<file path="config.mk">
export PLATFORM = sky130hd
export DESIGN_NAME = bref_cell
export DESIGN_NICKNAME = d
export VERILOG_FILES = /design/src/design/bref_pkg.sv /design/src/design/bref_cell.sv
export SDC_FILE = /design/constraint.sdc
export NUM_CORES = 1
export LEC_CHECK = 0
export ABC_AREA = 1
export CAP_MARGIN = 20
export CORE_MARGIN = 10
export CORE_UTILIZATION = 35
export DETAILED_ROUTE_END_ITERATION = 6
export DONT_BUFFER_PORTS = 1
export PLACE_DENSITY = 0.55
export SYNTH_ARGS = -nofsm -noshare
export SYNTH_HDL_FRONTEND = slang
export SYNTH_SLANG_ARGS = --single-unit
</file>
<file path="constraint.sdc">
create_clock -name clk -period 7.1 [get_ports clk]
set_input_delay 0.71 -clock clk [delete_from_list [all_inputs] [get_ports clk]]
set_output_delay 0.71 -clock clk [all_outputs]
set_load 0.03 [all_outputs]
</file>
<file path="src/design/bref_pkg.sv">
// ----------------------------------------------------------------------------
// bref_pkg: shared types and constants of the bucket run end finder
// Bucket geometry, the constant reciprocal used for the division by the
// bucket length, the token that travels along the cell chain, and the
// control state of the unit.
// ----------------------------------------------------------------------------
package bref_pkg;

    localparam int MAX_BUCKETS    = 64;
    localparam int BUCKET_SECONDS = 15 * 60;

    localparam int TIME_W   = 31;
    localparam int END_W    = 32;
    localparam int BUCKET_W = 22;
    localparam int CNT_W    = $clog2(MAX_BUCKETS + 1);

    // Count at which the drain timer deems a token injected into the first cell
    // to have left the last one, with any overflow it raised recorded.
    localparam int DRAIN_CYCLES = MAX_BUCKETS + 1;
    localparam int TIMER_W      = $clog2(DRAIN_CYCLES + 1);

    // time / 900 = (time / 4) / 225. For a 29-bit dividend the quotient by
    // 225 is exactly (x * RECIP) >> QUOT_SHIFT.
    localparam int QUARTER_W  = TIME_W - 2;
    localparam int RECIP_W    = 30;
    localparam int QUOT_SHIFT = 37;
    localparam int PROD_W     = QUOT_SHIFT + BUCKET_W;
    localparam logic [RECIP_W-1:0] RECIP = 30'd610839794;

    typedef logic [BUCKET_W-1:0] bucket_t;
    typedef logic [CNT_W-1:0]    count_t;

    // One bucket on its way along the chain. A lookup token only checks
    // membership and never takes a place in the store.
    typedef struct packed {
        logic    valid;
        logic    lookup;
        bucket_t bucket;
    } tok_t;

    // Bucket waiting at the head of the chain.
    typedef struct packed {
        logic    valid;
        logic    last;
        bucket_t bucket;
    } stage_t;

    // Result handed to the output stage.
    typedef struct packed {
        logic    load;
        logic    last;
        logic    ovf;
        bucket_t bucket;
    } emit_t;

    typedef enum logic [1:0] {
        ST_FILL,
        ST_DRAIN,
        ST_EMIT
    } state_t;

endpackage

</file>
<file path="src/design/bref_cell.sv">
// ----------------------------------------------------------------------------
// bref_cell: one place of the sorted bucket store
// Keeps the smaller of its own bucket and an arriving insert and hands the
// larger to the next cell; a lookup passes on, and an equal bucket is merged.
// During emission the cell takes its right neighbour's bucket instead.
// ----------------------------------------------------------------------------
module bref_cell (
    input  logic              clk,
    input  logic              rst_n,
    input  bref_pkg::tok_t    tok_in,
    input  logic              occupied,
    input  logic              shift_en,
    input  bref_pkg::bucket_t shift_in,
    output bref_pkg::bucket_t held,
    output bref_pkg::tok_t    tok_out,
    output logic              settle
);

    bref_pkg::bucket_t held_reg, held_next;
    bref_pkg::tok_t    tok_reg,  tok_next;

    assign settle = tok_in.valid && !tok_in.lookup && !occupied;

    always_comb
    begin
        held_next = held_reg;
        tok_next  = '0;
        if (shift_en)
        begin
            held_next = shift_in;
        end
        else if (tok_in.valid)
        begin
            if (!occupied)
            begin
                if (tok_in.lookup)
                begin
                    tok_next = tok_in;
                end
                else
                begin
                    held_next = tok_in.bucket;
                end
            end
            else if (tok_in.bucket == held_reg)
            begin
                tok_next = '0;
            end
            else if (!tok_in.lookup && (tok_in.bucket < held_reg))
            begin
                held_next       = tok_in.bucket;
                tok_next.valid  = 1'b1;
                tok_next.lookup = 1'b0;
                tok_next.bucket = held_reg;
            end
            else
            begin
                tok_next = tok_in;
            end
        end
    end

    always_ff @(posedge clk or negedge rst_n)
    begin
        if (!rst_n)
        begin
            tok_reg <= '0;
        end
        else
        begin
            tok_reg <= tok_next;
        end
    end

    always_ff @(posedge clk)
    begin
        held_reg <= held_next;
    end

    assign held    = held_reg;
    assign tok_out = tok_reg;

endmodule

</file>
---- Yosys cells after proc, flatten, opt, wreduce, memory -nomap -nowiden ----
Cells that the tools add are included.
word-level totals
  flip-flop bits (word level) ............. 46
  input bits .............................. 50
  output and inout port bits .............. 47
  word-level logic and storage cells ...... 28
cells by class
  $lt $le $gt $ge ......................... 1
  eq/ne operators ......................... 4
  muxes and demuxes ....................... 12
  reductions and logical operators ........ 7
operator list
  cell                                                             count
  22-bit 2-to-1 mux                                                6
  24-bit 2-to-1 mux                                                5
  23-bit 2-to-1 mux                                                1
  22-bit == test                                                   1
  22-bit < comparator                                              1
  3-bit by 1-bit != test with 1-bit output, second input constant  2
  4-bit AND reduction                                              1
  1-bit logical AND                                                3
  3-bit != test, second input constant                             1
  1-bit zero test                                                  2
  2-bit nonzero test                                               1

---- Logic depth before layout (Yosys ltp) ----
Gate-level depths: netlist of the first run.
  depth in word-level cells ............... 7
  depth in mapped cells ................... 14
  gate-level depth less buffers ........... 13

---- Least setup slack after synthesis of the first run ----
No wires, ideal clock.
  kind .................................... in2reg
  start ................................... input port tok_in[21] in the netlist's numbering
  end ..................................... register held_reg[0], in the netlist held[0], enable pin
  setup time .............................. 404 ps
  arrival ................................. 2744 ps
  data required time ...................... 6696 ps
  path slack .............................. 3953 ps
  stages .................................. 9
  path buffers ............................ 1
  cell sequence ........................... ha_1 nand2_2 inv_1 nand2_1 nand2_1 a21oi_4 nand3_4 buf_6 o21ai_1
on the way
  word-level cells in the longest chain between the ends .. 4
  elaborated cells between the ends (all ways) .. 6
ends and longest elaborated chain
  item                                                       line             source
  from (decl)                                                bref_cell.sv:10  input bref_pkg::tok_t tok_in,
  22-bit < comparator                                        bref_cell.sv:49  else if (!tok_in.lookup && (tok_in.bucket < held_reg))
  1-bit logical AND                                          bref_cell.sv:49
  3-bit by 1-bit != test with 1-bit output (no source line)  --
  4-bit AND reduction (no source line) (*)                   --
  to (signal assigned)                                       bref_cell.sv:77  held_reg <= held_next;
  to (decl)                                                  bref_cell.sv:19  bref_pkg::bucket_t held_reg, held_next;
Every way passes the cells marked *; elsewhere a longest branch is shown, timed or not.
A chain may end at the register's enable or synchronous reset.

---- Worst setup path after layout of the first run ----
  start ................................... register held_reg[7], in the netlist held[7]
  end ..................................... register held_reg[1], in the netlist held[1], enable pin
on the way
  word-level cells in the longest chain between the ends .. 4
  elaborated cells between the ends (all ways) .. 6
ends and longest elaborated chain
  item                                                       line
  22-bit < comparator                                        bref_cell.sv:49
  1-bit logical AND                                          bref_cell.sv:49
  3-bit by 1-bit != test with 1-bit output (no source line)  --
  4-bit AND reduction (no source line) (*)                   --
Marked as above.

==> results of run 1 <==
-- placed cells by master, fill, tap and decap left out, types with 2 or more instances in the layout --
cell,Yosys,routed
sky130_fd_sc_hd__nand4_1,22,22
sky130_fd_sc_hd__clkinv_1,1,3
sky130_fd_sc_hd__ha_1,22,22
sky130_fd_sc_hd__nand2_4,2,2
sky130_fd_sc_hd__clkbuf_8,1,6
sky130_fd_sc_hd__inv_1,60,60
sky130_fd_sc_hd__nor2_1,9,8
sky130_fd_sc_hd__nand3_1,23,23
sky130_fd_sc_hd__o21ai_0,22,22
sky130_fd_sc_hd__nor2_2,1,2
sky130_fd_sc_hd__edfxtp_1,22,22
sky130_fd_sc_hd__dfrtp_1,24,24
sky130_fd_sc_hd__nand2_1,100,100
sky130_fd_sc_hd__a21oi_1,27,27
sky130_fd_sc_hd__nand2_2,3,3
-- cells by family after synthesis --
family                     after synthesis  share of synthesized area [%]
DFF                                     46                           42.6
buffers and inverters                   80                           12.2
and+or+nand+nor                        166                           26.3
AOI/OAI and AO/OA                       53                           9.55
adders and majority gates               22                           9.30
-- final timing paths --
path	end	slack (ps)	cells past startpoint
worst max-delay path	held[1]$_DFFE_PP_	3960	10
worst min-delay path	tok_out[0]$_DFF_PN0_	100	0
worst max register to register	held[1]$_DFFE_PP_	3960	10
worst min register to register	tok_out[4]$_DFF_PN0_	950	4
max in group asynchronous	tok_out[13]$_DFF_PN0_	6930	0
min in group clk	tok_out[0]$_DFF_PN0_	550	2
-- cell type report --
type / instances / share of cell area, %
clock buffers: 6 / 2.70
clock inverters: 2 / 0.245
inverters: 61 / 7.48
multi-input cells: 241 / 43.9
flip-flops and latches: 46 / 41.2
well taps: 105 / 4.29
repair buffers: 1 / 0.245
-- cell usage after synthesis (all sizes together) --
master	n
clkbuf	9
a21o	1
o21ai	23
a21oi	29
and3	1
clkinv	1
dfrtp	24
edfxtp	22
inv	60
ha	22
nor3	1
buf	9
dlygate4sd1	1
nand4	22
nor2	12
nand2	105
nand3	25
-- metal layers --
layer	wire [um]	global-route usage [%]	vias to the layer above	share of wire (%)
li1	-	-	1172	-
met1	3270	14.1	1100	39
met2	4270	22.3	67	51
met3	687	4.19	11	8.2
met4	153	4.99	0	1.8
met5	0	0	-	0
-- power by group through the flow --
stage / Clock, W / Sequential, W / Combinational, W
finish: 0.000166 / 0.000350 / 0.000109
global route: 0.000182 / 0.000352 / 0.000127
CTS: 0.000172 / 0.000351 / 0.000109
detailed placement: 0 / 0.000357 / 0.000109
global placement: 0 / 0.000357 / 0.000107
floorplan: 0 / 0.000350 / 0.0000947
-- worst reg2reg max path, stage by stage (launching register included) --
cell and delay [ps]:
sky130_fd_sc_hd__edfxtp_1 550, sky130_fd_sc_hd__inv_1 110, sky130_fd_sc_hd__ha_1 310, sky130_fd_sc_hd__nand2_1 110, sky130_fd_sc_hd__nor2_1 70, sky130_fd_sc_hd__nand2_2 110
sky130_fd_sc_hd__nor2_8 50, sky130_fd_sc_hd__a21oi_2 860, sky130_fd_sc_hd__nand2_1 150, sky130_fd_sc_hd__o21ai_2 160, sky130_fd_sc_hd__buf_4 320
-- through the flow --
stage | hold WS [ps] | area (um^2)
3_5_place_dp | 415 | 2970
4_1_cts | 84.7 | 3060
2_1_floorplan | 414 | 2960
6_report | 95.4 | 3060
3_3_place_gp | 415 | 2970
5_1_grt | 74.5 | 3060
==> flow_metrics.env, run 1 <==
export IMPL_critical_path_n_buffers_inverters=2
export IMPL_rsz0062_at_grt="no"
export IMPL_detail_route_wl_per_cell_um=18.1
export IMPL_detailedPlace_worstSlack_ps=3920
export IMPL_post_cts_setup_buffers=0
export IMPL_worst_slew_margin_rel_pct=22.0
export IMPL_largest_reg_flops=24
export IMPL_antenna_violations_before_repair=0
export IMPL_syn_nets=439
export IMPL_sw_frac_of_total_pct=33.4
export IMPL_fillCellCount=868
export IMPL_power_clock_fraction_pct=26.6
export IMPL_clkLatencyLatePin_ps=300
export IMPL_crit_slowest_cell="sky130_fd_sc_hd__a21oi_2"
export IMPL_worst_slew_pin_transition_ps=1170
export IMPL_total_leakage_power_nw=1.55
export IMPL_routed_wl_um=8380
export IMPL_synth_avg_cell_area_um2=8.07
export IMPL_dr_pass1_iters=4
export IMPL_tritoncts="yes"
export IMPL_grt_first_pass_wirelength_um=13000
export IMPL_finalNonFillerCells=462
export IMPL_slew_violations=0
export IMPL_worstReg2RegStart="held[7]$_DFFE_PP_"
export IMPL_layout_setup_ws_ps=3960
export IMPL_final_nets=428
export IMPL_worst_setup_path_end_kind="flop"
export IMPL_vias_per_instance=5.09
export IMPL_netlist_area_leader_share_pct=22.3
export IMPL_switching_power_w=0.000209
export IMPL_synth_top_cells_by_area="sky130_fd_sc_hd__edfxtp_1 22%, sky130_fd_sc_hd__dfrtp_1 20%, sky130_fd_sc_hd__nand2_1 13%"
export IMPL_number_of_global_route_vias_before_repair=2424
export IMPL_report_final_setup_viol=0
export IMPL_cts_htree_levels=2
export IMPL_worst_ep_required_time_ps=7070
export IMPL_synth_top_cell_by_area="sky130_fd_sc_hd__edfxtp_1"
export IMPL_drc_viols=0
export IMPL_timing_final_hold_violations=0
export IMPL_ir_worst_vdd_v=0.0000633
export IMPL_cts_inserted_buffers=5
export IMPL_worst_ep_arrival_time_ps=3120
export IMPL_synth_ff_latch_count=46
export IMPL_post_synthesis_instance_area_mm2=0.00296
export IMPL_post_synth_num_cell_types=32
export IMPL_crit_path_max_fanout=23
export IMPL_place_gp_congestion=0.872
export IMPL_area_growth_syn_to_layout_pct=3.47
export IMPL_placeableCoreArea_mm2=0.00822
export IMPL_critical_path_class="flop to flop"
export IMPL_placed_cells=454
export IMPL_sequentialPowerShare_pct=56.0
export IMPL_start_util_pct=36.0
export IMPL_port_buffer_count=0
export IMPL_final_core_util_pct=37.3
export IMPL_fin_total_pwr_w=0.000625
export IMPL_die_width_um=112
export IMPL_std_cell_rows=33
export IMPL_yosys_warnings=0
export IMPL_powerDensity_mw_per_mm2=204
export IMPL_status="completed"
export IMPL_crit_family="compound AO/OA/AOI/OAI gates"
export IMPL_die_height_um=112
export IMPL_start_kind="flop"
export IMPL_cts_root_buf="sky130_fd_sc_hd__clkbuf_8"
export IMPL_via_count=2350
export IMPL_comb_power_share_pct=17.4
export IMPL_critical_path_top_cell_by_count="sky130_fd_sc_hd__nand2_1"
export IMPL_track_usage_pct=12.8
export IMPL_max_cap_violations=0
export IMPL_grt_max_degree=47
export IMPL_fin_skew_ps=4.66
export IMPL_n_antenna_cell=0
export IMPL_ctsLongestPathBuffers=2
export IMPL_min_period_over_period_pct=44.3
export IMPL_area_of_all_sequential_standard_cells_mm2=0.00126
export IMPL_clock_sink_count=46
export IMPL_min_period_ps=3140
export IMPL_maxClockFrequency_mhz=318
export IMPL_globalRouteOverflowTotal=0
export IMPL_share_of_layout_cells_above_drive_strength_1_pct=5.88
export IMPL_source_of_the_critical_timing_path="held[7]$_DFFE_PP_"
export IMPL_postRouteAntennaNets=0
export IMPL_post_cts_resize_count=0
export IMPL_crit_path_cell_trace="inv_1, ha_1, nand2_1, nor2_1, nand2_2, nor2_8, a21oi_2, nand2_1, o21ai_2, buf_4"
export IMPL_dpl_hpwl_um=6200
export IMPL_dr_first_iter_drc_count=125
export IMPL_clock_transition_time_at_the_flip_flop_clock_pins_of_the_worst_setup_and_hold_paths_ps=90
export IMPL_number_of_buffers_inserted_for_hold_repair_after_clock_tree_synthesis=0
export IMPL_tns_ps=0
export IMPL_die_area_mm2=0.0125
export IMPL_synth_yosys_seq_area_share_pct=42.6
export IMPL_min_delay_path_class="input pin to async pin"
export IMPL_multi_input_comb_area_mm2=0.00134
export IMPL_internal_power_contribution_w=0.000416
export IMPL_timing_critical_path_slowest_cell_delay_ps=860
export IMPL_ioPinCount=97
export IMPL_netlist_instances=367
Power figures use the tool's default switching activity.
==> run 2, diff against run 1 <==
--- a/config.mk
+++ b/config.mk
@@ -5,13 +5,13 @@
 export SDC_FILE = /design/constraint.sdc
 export NUM_CORES = 1
 export LEC_CHECK = 0
-export ABC_AREA = 1
+export ABC_AREA = 0
 export CAP_MARGIN = 20
 export CORE_MARGIN = 10
 export CORE_UTILIZATION = 35
 export DETAILED_ROUTE_END_ITERATION = 6
 export DONT_BUFFER_PORTS = 1
-export PLACE_DENSITY = 0.55
+export PLACE_DENSITY = 0.57
 export SYNTH_ARGS = -nofsm -noshare
 export SYNTH_HDL_FRONTEND = slang
 export SYNTH_SLANG_ARGS = --single-unit
==> constraint.sdc (replaced) <==
create_clock -name clk -period 2.56 [get_ports clk]
set_input_delay 0.256 -clock clk [delete_from_list [all_inputs] [get_ports clk]]
set_output_delay 0.256 -clock clk [all_outputs]
set_load 0.03 [all_outputs]
==> run 2 against run 1 <==
Net effect: sequential cell count unchanged; first-iteration DRC count decreased by 62%; clock power grew to 2.7 times the previous value; via count decreased by 15%; clock skew about the same; global-route usage is 0.76 points lower; cell count decreased by 16%; wire length shrank 12%; highest routed layer unchanged; fmax up 33%; sequential power rose to 2.5 times the previous value; power grew to 2.8 times the previous value.
==> flow_metrics.env, run 2 <==
export IMPL_grt_first_pass_wirelength_um=11200
export IMPL_synth_yosys_seq_area_share_pct=44.7
export IMPL_track_usage_pct=12.0
export IMPL_share_of_the_synthesized_area_in_compound_gates_ao_oa_aoi_oai_pct=9.58
export IMPL_cts_inserted_buffers=5
export IMPL_post_synth_num_cell_types=34
export IMPL_top_library_cells_by_usage_in_the_layout_fill_and_taps_aside="32 x sky130_fd_sc_hd__mux2_2, 29 x sky130_fd_sc_hd__buf_4, 28 x sky130_fd_sc_hd__nand2_1, 27 x sky130_fd_sc_hd__o21ai_0, 26 x sky130_fd_sc_hd__inv_1"
export IMPL_top_usage_layer="met2"
export IMPL_crit_path_cell_trace="inv_1, ha_1, nand4_1, nor4_4, o31ai_2, nand3_2, buf_4, mux2_2, nor2_1"
export IMPL_worst_ep_arrival_time_ps=2590
export IMPL_port_buffer_count=0
export IMPL_post_dp_cell_area_mm2=0.00310
export IMPL_antenna_violations_before_repair=0
export IMPL_dr_pass1_iters=4
export IMPL_cts_htree_levels=2
export IMPL_start_kind="flop"
export IMPL_timing_critical_path_to="tok_out[2]$_DFF_PN0_"
export IMPL_start_util_pct=36.3
export IMPL_dr_first_iter_drc_count=48
export IMPL_yosys_warnings=0
export IMPL_grt_max_degree=45
export IMPL_ir_worst_vdd_v=0.000219
export IMPL_maxClockFrequency_mhz=424
export IMPL_worst_setup_path_end_kind="flop"
export IMPL_synth_top_cells_by_area="sky130_fd_sc_hd__edfxtp_1 23%, sky130_fd_sc_hd__dfrtp_1 21%, sky130_fd_sc_hd__mux2_2 13%"
export IMPL_min_period_over_period_pct=92.2
export IMPL_slew_violations=0
export IMPL_globalRouteOverflowTotal=0
export IMPL_placeableCoreArea_mm2=0.00777
export IMPL_syn_nets=334
export IMPL_tns_ps=0
export IMPL_max_cap_violations=0
export IMPL_ioPinCount=97
export IMPL_report_final_setup_viol=0
export IMPL_number_of_gates_on_the_worst_path_with_buffers_counted=9
export IMPL_yosys_area_share_xor_xnor_pct=0
export IMPL_synth_top_cells_by_count="32 x sky130_fd_sc_hd__mux2_2, 28 x sky130_fd_sc_hd__nand2_1, 27 x sky130_fd_sc_hd__o21ai_0"
export IMPL_netlist_instances=262
export IMPL_min_period_ps=2360
export IMPL_clock_sink_count=46
export IMPL_synth_enable_flop_cells=22
export IMPL_timing_critical_path_slowest_cell_delay_ps=380
export IMPL_holdWs_ps=75.5
export IMPL_crit_path_max_fanout=22
export IMPL_grtUsageMet2_pct=21.9
export IMPL_post_route_cell_area_mm2=0.00322
export IMPL_std_cell_rows=32
export IMPL_worst_slew_pin_transition_ps=571
export IMPL_worst_ep_required_time_ps=2790
export IMPL_largest_reg_flops=24
export IMPL_synth_avg_cell_area_um2=10.8
export IMPL_cts_root_buf="sky130_fd_sc_hd__clkbuf_8"
export IMPL_fin_skew_ps=4.40
export IMPL_finalNonFillerCells=390
export IMPL_post_cts_resize_count=0
export IMPL_tritoncts="yes"
export IMPL_critical_path_n_buffers_inverters=2
export IMPL_dpl_hpwl_um=5850
export IMPL_post_synth_and_or_nand_nor_area_fraction_pct=11.1
export IMPL_die_height_um=110
export IMPL_share_of_layout_cells_above_drive_strength_1_pct=30.6
export IMPL_grt_use_met1_pct=12.4
export IMPL_n_antenna_cell=0
export IMPL_r2r_cells=9
export IMPL_dominantRegCellSynth="sky130_fd_sc_hd__dfrtp_1"
export IMPL_status="completed"
export IMPL_die_width_um=110
export IMPL_worst_slew_margin_rel_pct=62.0
export IMPL_crit_family="simple AND/OR/NAND/NOR gates"
export IMPL_timing_final_hold_violations=0
export IMPL_post_synth_fa_ha_maj_area_fraction_pct=9.76
export IMPL_critical_path_class="flop to flop"
export IMPL_place_gp_congestion=0.764
export IMPL_worstReg2RegStart="held[9]$_DFFE_PP_"
export IMPL_synth_ff_latch_count=46
export IMPL_post_synthesis_instance_area_mm2=0.00282
export IMPL_clock_transition_time_at_the_flip_flop_clock_pins_of_the_worst_setup_and_hold_paths_ps=80
export IMPL_routed_wl_um=7410
export IMPL_mostFrequentLayoutCell="sky130_fd_sc_hd__mux2_2"
export IMPL_yosysMostFrequentCell="sky130_fd_sc_hd__mux2_2"
export IMPL_clkLatencyLatePin_ps=300
export IMPL_area_growth_syn_to_layout_pct=14.0
export IMPL_powerDensity_mw_per_mm2=551
export IMPL_min_delay_path_class="input pin to flop"
export IMPL_ctsLongestPathBuffers=2
export IMPL_ffs_w_async_s_r_synth_pct=52.2
export IMPL_final_nets=359
export IMPL_via_count=1987
export IMPL_vias_per_instance=5.09
export IMPL_total_leakage_power_nw=1.48
export IMPL_synth_top_cell_by_area="sky130_fd_sc_hd__edfxtp_1"
export IMPL_drc_viols=0
export IMPL_grtUsageMet3_pct=4.51
export IMPL_number_of_global_route_vias_before_repair=2021
export IMPL_rsz0062_at_grt="yes"
export IMPL_source_of_the_critical_timing_path="held[9]$_DFFE_PP_"
export IMPL_die_area_mm2=0.0121
export IMPL_postRouteAntennaNets=0
export IMPL_netlist_area_leader_share_pct=23.4
export IMPL_synth_area_mux_share_pct=18.6
export IMPL_synth_top_family_by_area="multiplexers"
export IMPL_critical_path_reg2reg_endpoint="tok_out[2]$_DFF_PN0_"
export IMPL_crit_slowest_cell="sky130_fd_sc_hd__mux2_2"
export IMPL_detail_route_wl_per_cell_um=19.0
export IMPL_r2r_setup_slack_ps=200
export IMPL_placed_cells=380
run 2: cell count changes after synthesis, moves of 3 or more:
| cell | before | now |
|---|---|---|
| sky130_fd_sc_hd__nand2_1 | 100 | 28 |
| sky130_fd_sc_hd__inv_1 | 60 | 26 |
| sky130_fd_sc_hd__mux2_2 | 0 | 32 |
| sky130_fd_sc_hd__nand3_1 | 23 | 1 |
| sky130_fd_sc_hd__nand4_1 | 22 | 3 |
| sky130_fd_sc_hd__a21oi_1 | 27 | 10 |
| sky130_fd_sc_hd__nor2_1 | 9 | 24 |
| sky130_fd_sc_hd__mux2_4 | 0 | 11 |
| sky130_fd_sc_hd__o21ai_0 | 22 | 27 |
| sky130_fd_sc_hd__buf_6 | 3 | 0 |
| sky130_fd_sc_hd__nand2_2 | 3 | 0 |
run 2: layout make-up:
cell class              count  area (um^2)
clock buffers               6         82.6
clock inverters             2         7.51
multi-input cells         177         1390
fillers                   782         4550
repair buffers             31          248
flip-flops and latches     46         1260
inverters                  26         97.6
well taps                 102          128
run 2: kinds of logic (layout without fill, tap and decap cells):
| family | after synthesis | after routing |
|---|---|---|
| AND/OR/NAND/NOR | 66 | 66 |
| buffers and inverters | 39 | 65 |
| adder cells (fa/ha/maj) | 22 | 22 |
| flip-flops | 46 | 46 |
| AO/OA/AOI/OAI | 46 | 46 |
| multiplexers | 43 | 43 |
run 2: worst min-delay path by stage:
stage                         from  slack [ps]                    end  cells past startpoint
after floorplan              rst_n         -40   tok_out[0]$_DFF_PN0_                      0
after global placement       rst_n         -40   tok_out[8]$_DFF_PN0_                      0
after detailed placement     rst_n         -40   tok_out[9]$_DFF_PN0_                      0
after CTS                 occupied          60  tok_out[23]$_DFF_PN0_                      1
after global routing      occupied          70  tok_out[23]$_DFF_PN0_                      1
final                     occupied          80  tok_out[23]$_DFF_PN0_                      1
run 2: per-layer routing:
metal / vias up / part of all wire, %
met5: - / 0
met3: 6 / 9.3
met2: 53 / 54
met4: 0 / 1.1
met1: 966 / 36
li1: 962 / -
run 2: through the flow:
step	utilization, %	total power [W]	setup slack [ps]
2_1_floorplan	-	0.00123	13.5
3_3_place_gp	39.9	0.00132	166
3_5_place_dp	39.9	0.00133	169
4_1_cts	41.4	0.00180	159
5_1_grt	41.4	0.00187	-12.0
6_report	41.4	0.00177	199
run 2: report_power, final:
group          internal [W]  switching (W)
Combinational      0.000189       0.000239
Clock              0.000213       0.000243
Sequential         0.000831      0.0000572
run 2: what timing repair did:
item,4_1_cts,5_1_grt
endpoints found under the hold margin,24,0
endpoints found under the setup margin,0,1
setup buffers,0,0
hold buffers,2,0
==> run 3, diff against run 2 <==
==> constraint.sdc (replaced) <==
create_clock -name clk -period 1.9 [get_ports clk]
set_input_delay 0.19 -clock clk [delete_from_list [all_inputs] [get_ports clk]]
set_output_delay 0.19 -clock clk [all_outputs]
set_load 0.03 [all_outputs]
==> run 3 against run 2 <==
Net effect: the run now ends with negative setup slack left; clock power rose by 60%; power rose by 49%; worst hold slack got worse by 63 ps; sequential cell count did not move; sequential power rose by 35%; critical path type unchanged.
==> flow_metrics.env, run 3 (synthesis gave the netlist of run 2 again) <==
export IMPL_crit_path_max_fanout=5
export IMPL_worst_ep_required_time_ps=1910
export IMPL_die_width_um=110
export IMPL_dpl_hpwl_um=5870
export IMPL_ir_worst_vdd_v=0.000305
export IMPL_min_delay_path_class="input pin to flop"
export IMPL_top_library_cells_by_usage_in_the_layout_fill_and_taps_aside="38 x sky130_fd_sc_hd__buf_4, 28 x sky130_fd_sc_hd__nand2_1, 24 x sky130_fd_sc_hd__dfrtp_1, 22 x sky130_fd_sc_hd__mux2_4, 22 x sky130_fd_sc_hd__edfxtp_1"
export IMPL_clock_transition_time_at_the_flip_flop_clock_pins_of_the_worst_setup_and_hold_paths_ps=90
export IMPL_largest_reg_flops=24
export IMPL_vias_per_instance=5.05
export IMPL_ctsLongestPathBuffers=2
export IMPL_critical_path_n_buffers_inverters=1
export IMPL_crit_slowest_cell="sky130_fd_sc_hd__edfxtp_1"
export IMPL_multi_input_comb_area_mm2=0.00165
export IMPL_n_antenna_cell=0
export IMPL_critical_path_class="flop to flop"
export IMPL_dr_pass1_iters=4
export IMPL_mostFrequentLayoutCell="sky130_fd_sc_hd__buf_4"
export IMPL_final_nets=375
export IMPL_slew_violations=0
export IMPL_rsz0062_at_grt="yes"
export IMPL_area_growth_syn_to_layout_pct=27.7
export IMPL_min_period_ps=2130
export IMPL_placeableCoreArea_mm2=0.00777
export IMPL_cts_htree_levels=2
export IMPL_tns_ps=-9630
export IMPL_worst_setup_path_end_kind="flop"
export IMPL_placed_cells=383
export IMPL_report_final_setup_viol=44
export IMPL_postRouteAntennaNets=0
export IMPL_drc_viols=0
export IMPL_violations_in_the_final_reports="negative setup slack"
export IMPL_comb_power_share_pct=27.2
export IMPL_number_of_global_route_vias_before_repair=2134
export IMPL_ioPinCount=97
export IMPL_sequentialPowerShare_pct=45.2
export IMPL_globalRouteOverflowTotal=0
export IMPL_power_clock_fraction_pct=27.6
export IMPL_cts_inserted_buffers=5
export IMPL_tritoncts="yes"
export IMPL_worst_slew_pin_transition_ps=424
export IMPL_dr_first_iter_drc_count=75
export IMPL_maxClockFrequency_mhz=468
export IMPL_worst_slew_margin_rel_pct=71.7
export IMPL_die_area_mm2=0.0121
export IMPL_clock_sink_count=46
export IMPL_final_core_util_pct=46.4
export IMPL_timing_final_hold_violations=0
export IMPL_finalNonFillerCells=406
export IMPL_port_buffer_count=0
export IMPL_detail_route_wl_per_cell_um=19.7
export IMPL_min_period_over_period_pct=112
export IMPL_status="complete, but fails checks"
export IMPL_share_of_layout_cells_above_drive_strength_1_pct=42.1
export IMPL_total_leakage_power_nw=1.62
export IMPL_powerDensity_mw_per_mm2=735
export IMPL_antenna_violations_before_repair=0
export IMPL_die_height_um=110
export IMPL_grt_max_degree=29
export IMPL_fillCellCount=755
export IMPL_clkLatencyLatePin_ps=300
export IMPL_internal_power_contribution_w=0.00186
export IMPL_fin_skew_ps=6.75
export IMPL_worst_ep_arrival_time_ps=2150
export IMPL_start_kind="flop"
export IMPL_routed_wl_um=7990
export IMPL_area_of_all_sequential_standard_cells_mm2=0.00126
export IMPL_grt_first_pass_wirelength_um=12100
export IMPL_layout_setup_ws_ps=-235
export IMPL_cts_root_buf="sky130_fd_sc_hd__clkbuf_8"
export IMPL_switching_power_w=0.000785
export IMPL_max_cap_violations=0
export IMPL_sw_frac_of_total_pct=29.7
export IMPL_start_util_pct=36.3
export IMPL_std_cell_rows=32
export IMPL_place_gp_congestion=0.799
export IMPL_crit_family="compound AO/OA/AOI/OAI gates"
export IMPL_track_usage_pct=13.2
export IMPL_holdWs_ps=12.4
export IMPL_fin_total_pwr_w=0.00265
export IMPL_via_count=2050
export IMPL_crit_path_cell_trace="inv_2, ha_4, a21oi_2, a21boi_2, o31ai_2, nand3_2, o22ai_4, a21o_4"
export IMPL_timing_critical_path_slowest_cell_delay_ps=410
run 3: per-stage QoR:
step / setup slack (ps) / instance area (um^2)
after floorplan: -517 / 2890
final: -235 / 3600
after global placement: -287 / 3180
after detailed placement: -340 / 3180
after CTS: -272 / 3600
after global routing: -369 / 3600
run 3: path summary, 6_finish.rpt:
path	start	end	slack (ps)	cells past startpoint
max	held[4]$_DFFE_PP_	held[20]$_DFFE_PP_	-230	8
min	occupied	tok_out[23]$_DFF_PN0_	10	1
max reg2reg	held[4]$_DFFE_PP_	held[20]$_DFFE_PP_	-230	8
min reg2reg	held[2]$_DFFE_PP_	tok_out[2]$_DFF_PN0_	820	4
max in group asynchronous	rst_n	tok_out[18]$_DFF_PN0_	1430	2
min in group asynchronous	rst_n	tok_out[9]$_DFF_PN0_	320	2
run 3: layout make-up:
class / count / area share, %
well taps: 102 / 3.54
clock inverters: 1 / 0.834
flip-flops and latches: 46 / 35.0
multi-input cells: 180 / 45.7
clock buffers: 7 / 2.12
inverters: 26 / 2.71
repair buffers: 44 / 10.1
run 3: per-layer routing:
layer / track usage [%] / up-vias / share of wire, %
met5: 0 / - / 0
met4: 3.72 / 0 / 1.1
met3: 5.38 / 4 / 9.8
met2: 23.5 / 63 / 52
met1: 13.9 / 987 / 37
li1: - / 996 / -
run 3: power groups by stage:
| stage | sequential, W | combinational (W) | clock (W) |
|---|---|---|---|
| after floorplan | 0.00130 | 0.000378 | 0 |
| after global placement | 0.00122 | 0.000593 | 0 |
| after detailed placement | 0.00122 | 0.000605 | 0 |
| after CTS | 0.00120 | 0.000740 | 0.000752 |
| after global routing | 0.00121 | 0.000785 | 0.000794 |
| final | 0.00120 | 0.000719 | 0.000731 |
run 3: repair_timing:
| item | in CTS | in global routing |
|---|---|---|
| resized for setup | 34 | 12 |
| hold endpoints to repair | 24 | 0 |
| gates cloned | 4 | 0 |
| endpoints found under the setup margin | 44 | 44 |
| buffers inserted | 8 | 3 |
| hold buffers | 2 | 0 |
| pin swaps | 11 | 4 |
